## src/design/scgc_pkg.sv

```systemverilog
// Shared types, constants and widths for the softened Coulomb grid accumulator.
// Used by scgc_unit, scgc_grid_mem and the top level; depends on nothing else.
package scgc_pkg;

	localparam int GRID_POINTS_DEF = 65536;

	localparam int SUM_W  = 48;
	localparam int WORD_W = SUM_W + 1;
	localparam int IDX_W  = 16;
	localparam int CRD_W  = 24;
	localparam int CHG_W  = 16;
	localparam int DSQ_W  = 50;
	localparam int SMAG_W = 46;
	localparam int RC_W   = 56;
	localparam int PW_W   = 57;

	localparam int S_TDATA_W = 176;
	localparam int M_TDATA_W = 64;

	localparam logic [30:0] SCALE_RESET = 31'd21762845;
	localparam logic signed [31:0] REP_RESET = 32'sd524288;
	localparam logic signed [31:0] ATT_RESET = -32'sd524288;

	localparam logic signed [SUM_W-1:0] SUM_MAX = {1'b0, {(SUM_W-1){1'b1}}};
	localparam logic signed [SUM_W-1:0] SUM_MIN = {1'b1, {(SUM_W-1){1'b0}}};

	localparam logic CMD_ACCUM = 1'b0;
	localparam logic CMD_READ  = 1'b1;

	localparam logic [1:0] REG_SCALE = 2'd0;
	localparam logic [1:0] REG_REP   = 2'd1;
	localparam logic [1:0] REG_ATT   = 2'd2;

	localparam logic OP_MUL = 1'b0;
	localparam logic OP_DIV = 1'b1;

	typedef struct packed {
		logic        start;
		logic        op;
		logic [63:0] a;
		logic [63:0] b;
	} unit_req_t;

	typedef struct packed {
		logic        done;
		logic [63:0] result;
	} unit_resp_t;

endpackage

```

## src/design/scgc_unit.sv

```systemverilog
// Shared arithmetic unit: registered 32x32 multiply, or 64/64 restoring
// divide at one quotient bit per cycle. Uses scgc_pkg request/response types.
module scgc_unit (
	input  logic                 clk,
	input  logic                 arst_n,
	input  scgc_pkg::unit_req_t  req,
	output scgc_pkg::unit_resp_t resp
);

	logic        busy_q;
	logic [5:0]  cnt_q;
	logic [63:0] rem_q;
	logic [63:0] quo_q;
	logic [63:0] den_q;
	logic        done_q;
	logic [63:0] res_q;

	logic [64:0] shifted;
	logic [64:0] diff;
	logic        qbit;

	always_comb begin
		shifted = {rem_q, quo_q[63]};
		diff    = shifted - {1'b0, den_q};
		qbit    = (shifted >= {1'b0, den_q});
	end

	always_ff @(posedge clk or negedge arst_n) begin
		if (!arst_n) begin
			busy_q <= 1'b0;
			cnt_q  <= '0;
			done_q <= 1'b0;
		end else begin
			done_q <= 1'b0;
			if (busy_q) begin
				cnt_q <= cnt_q + 6'd1;
				if (cnt_q == 6'd63) begin
					busy_q <= 1'b0;
					done_q <= 1'b1;
				end
			end else if (req.start) begin
				if (req.op == scgc_pkg::OP_DIV) begin
					busy_q <= 1'b1;
					cnt_q  <= '0;
				end else begin
					done_q <= 1'b1;
				end
			end
		end
	end

	always_ff @(posedge clk) begin
		if (busy_q) begin
			rem_q <= qbit ? diff[63:0] : shifted[63:0];
			quo_q <= {quo_q[62:0], qbit};
			if (cnt_q == 6'd63)
				res_q <= {quo_q[62:0], qbit};
		end else if (req.start) begin
			if (req.op == scgc_pkg::OP_DIV) begin
				rem_q <= '0;
				quo_q <= req.a;
				den_q <= req.b;
			end else begin
				res_q <= req.a[31:0] * req.b[31:0];
			end
		end
	end

	assign resp.done   = done_q;
	assign resp.result = res_q;

endmodule

```

## config.mk

```make
export PLATFORM = sky130hd
export DESIGN_NAME = scgc_unit
export DESIGN_NICKNAME = d
export VERILOG_FILES = /design/src/design/scgc_pkg.sv /design/src/design/scgc_unit.sv
export SDC_FILE = /design/constraint.sdc
export NUM_CORES = 2
export LEC_CHECK = 0
export BUFFER_PORTS_ARGS = -buffer_cell sky130_fd_sc_hd__clkbuf_2
export CORE_MARGIN = 8
export CORE_UTILIZATION = 58
export CTS_BUF_LIST = sky130_fd_sc_hd__clkbuf_4
export CTS_CLUSTER_DIAMETER = 150
export CTS_CLUSTER_SIZE = 20
export DETAILED_ROUTE_END_ITERATION = 8
export PLACE_DENSITY_LB_ADDON = 0.08
export SETUP_SLACK_MARGIN = 0.1
export SYNTH_ARGS = -nofsm -noshare
export SYNTH_HDL_FRONTEND = slang
export SYNTH_SLANG_ARGS = --single-unit
```

## constraint.sdc

```tcl
create_clock -name clk -period 5.1 [get_ports clk]
set_input_delay 0.765 -clock clk [delete_from_list [all_inputs] [get_ports clk]]
set_output_delay 0.765 -clock clk [all_outputs]
set_load 0.01 [all_outputs]
```

==> results.cfg <==
[status]
status = finished, violations left
violations = setup timing

[min_path]
hold-path-cell-count = 1
whs_endpoint = den_q[36]
min_path_type = in2reg
min-delay-start = req[36]

[worst_setup_path]
criticalPathCategory = in2reg
reg2reg_to = rem_q[8]
critical_path.endpoint_type = flop
cp.arrival_ps = 7640
worst-path-max-fanout = 6
start_kind = primary input
crit-reg2reg-launch = rem_q[21]
cp_data_required_time_ps = 5580
worst_r2r_path_depth = 12
crit_path_max_incr_delay_ps = 600
setup.reg_to_reg.worst_slack_ps = 850
highest_delay_cell_along_the_critical_path = sky130_fd_sc_hd__fa_1
path_common_cell = sky130_fd_sc_hd__fa_1

[logic_synthesis]
synth_edf_count = 256
postSynth.topFlopCell = sky130_fd_sc_hd__edfxtp_1
synthXorXnorAreaFrac_pct = 2.20
post_synth_net_total = 6425
flip_flop_and_latch_count_after_synthesis = 264
netlist_area_sq_mm = 0.0477
synthMuxAreaShare_pct = 1.25
synth_cell_type_count = 81
synth_adder_area_share_pct = 46.2
synth_seq_area_share_pct = 16.5
postSynthCellCount = 5068
synth_area_per_cell_sq_um = 9.42
yosys_warnings = 0
synth_compound_gate_area_share_pct = 7.44
dominant_combinational_cell_family_by_area_after_synthesis = adder cells
post_synth_and_or_nand_nor_area_fraction_pct = 16.2
asyncSetResetFlopFracSynth_pct = 3.03

[routing]
dr.pass1.iters = 7
drt_iter0_markers = 2432
post-route-drc-count = 0
route.final.wire_length_microns = 149000
routedWlPerCell_microns = 22.5
drt.antenna.violating_nets = 0
vias = 37508
via_per_inst = 5.66

[timing]
finalHoldViolations = 0
final-setup-viol-count = 55
finClkSkew_ps = 115
max_slew_margin_pct = 35.0
final_critical_path_setup_slack_ps = -2060
max_freq_ghz = 0.140
fin_crit_sh_pct = 140
timing.final.max_slew_violations = 0
setup-tns-final_ps = -87780
rsz0062_at_grt = yes
timing.final.crit_period_ps = 7160
worst_pin_slew_ps = 975

[grt]
grt_pass1_wl_microns = 228000
antenna_found_initial = 16
vias_in_the_first_global_route = 39740
grt.overflow.total = 0
combined_global_route_utilization_of_all_metal_layers_pct = 32.4
grt_max_degree = 109

[final_layout]
multiInputGateArea_sq_mm = 0.0370
synthToLayoutAreaGrowth_pct = 18.9
fin_nets = 6895
layout.filler_cells = 6346
area.sequential_sq_mm = 0.00789
leading_cell_types_in_the_layout_fill_and_taps_excluded = sky130_fd_sc_hd__inv_1, sky130_fd_sc_hd__fa_1, sky130_fd_sc_hd__nand2_1
layout.cells.most_common = sky130_fd_sc_hd__inv_1
drive_above_1_share_pct = 20.0

[placement]
hpwl_microns = 118000
pre_cts_slack_ps = -3060
port_buffer_count = 196
routability_congestion = 0.954

[floorplanning]
area_of_the_placeable_core_sq_mm = 0.0817
placement_rows = 105
fp.dieH_microns = 303
fp.dieArea_sq_mm = 0.0917
die_w_microns = 303
num_io_pins = 197
initial_core_utilization_pct = 58.4

[clock_network]
clock-sinks = 264
cts_buffers = 17
cts_buffer_depth = 3
ctsHtreeMaxLevel = 1
cts-root-buf = sky130_fd_sc_hd__clkbuf_4
tritoncts = yes
worst_setup_hold_path_clk_slew_ps = 220
clock_insertion_delay_worst_skew_ps = 840

[flow_run]
max_cap_viol_count = 0
-- how the worst max path moves through the flow --
| stage | start | endpoint |
|---|---|---|
| after floorplan | req[75] | res_q[56] |
| after global placement | req[23] | res_q[50] |
| after detailed placement | req[75] | res_q[33] |
| after CTS | req[74] | res_q[25] |
| after global routing | req[5] | res_q[60] |
| final | req[78] | res_q[60] |
-- area by class of cell --
type	count	share of cell area, %
Inverter	990	6.57
Tap cell	1070	2.36
Clock inverter	3	0.0419
Antenna cell	9	0.0397
Multi-Input combinational cell	3535	65.2
Clock buffer	23	0.304
Sequential cell	264	13.9
Timing Repair Buffer	730	11.6
-- registers in the layout, summed over array words and instances (netlist names) --
name,count
quo_q,64
busy_q,1
res_q,64
rem_q,64
done_q,1
cnt_q,6
den_q,64
-- kinds of logic after synthesis --
logic type,count (synthesis)
AO/OA/AOI/OAI,584
XOR/XNOR,120
adder cells (fa/ha/maj),1225
buffers and inverters,1269
flip-flops,264
multiplexers,59
AND/OR/NAND/NOR,1547
-- per-layer routing --
| metal | part of all wire, % | wire length, microns | global-route usage [%] | vias to the layer above |
|---|---|---|---|---|
| met4 | 5.3 | 7910 | 13.4 | 6 |
| met1 | 39 | 58200 | 41.4 | 19046 |
| met3 | 7.0 | 10400 | 4.39 | 373 |
| met2 | 49 | 72600 | 55.4 | 1479 |
| met5 | 0.020 | 30 | 0 | - |
| li1 | - | - | - | 16604 |
-- per-stage QoR --
step	cell area, sq um	hold slack (ps)	std cells	utilization (%)
finish	56700	98.0	6624	69.4
global route	56700	72.1	6620	69.4
CTS	55600	52.7	6587	68.0
detailed placement	53500	486	6515	65.4
global placement	53500	496	6515	65.4
floorplan	48400	458	5068	-
-- what timing repair did --
item / CTS / global route
endpoints found under the setup margin: 55 / 55
gates cloned: 9 / 9
gates resized for setup: 301 / 201
pin swaps: 131 / 131
buffers inserted: 42 / 23
hold endpoints to repair: 8 / 0
hold buffers: 1 / 0
-- critical path, delay by kind of cell --
kind,cells,cell delay [ps]
buf+inv,5,550
xor+xnor,1,220
compound gates,9,1500
simple gates,1,140
fa+ha+maj,9,4440
-- Yosys cell counts (all sizes together) (4+ instances only) --
cell,n,area (sq um)
dfrtp,8,200
a221oi,5,43.8
nor2,136,513
fa,897,18000
and2,596,3730
o21a,19,143
buf,23,138
o211ai,9,67.6
a211o,5,43.8
nor3,25,130
xor2,49,429
o311ai,7,61.3
a31oi,14,87.6
nand4b,4,35.0
inv,990,3720
nor2b,12,75.1
nand3,52,260
edfxtp,256,7690
mux2,6,67.6
a21oi,162,815
a21boi,7,56.3
nand3b,4,30.0
or3,6,37.5
clkbuf,256,961
o31ai,7,57.6
o21bai,25,188
mux2i,53,531
or2,5,31.3
o41ai,5,43.8
nand4,45,282
and3,15,93.8
a211oi,12,100
nor4,11,68.8
nand2b,14,87.6
o21ai,208,1040
o22ai,5,31.3
xnor2,71,622
ha,328,4100
nand2,613,2300
a21o,59,443
Power is not shown: default switching activity piles up to over one toggle a cycle in this logic, so the estimate is an artifact.
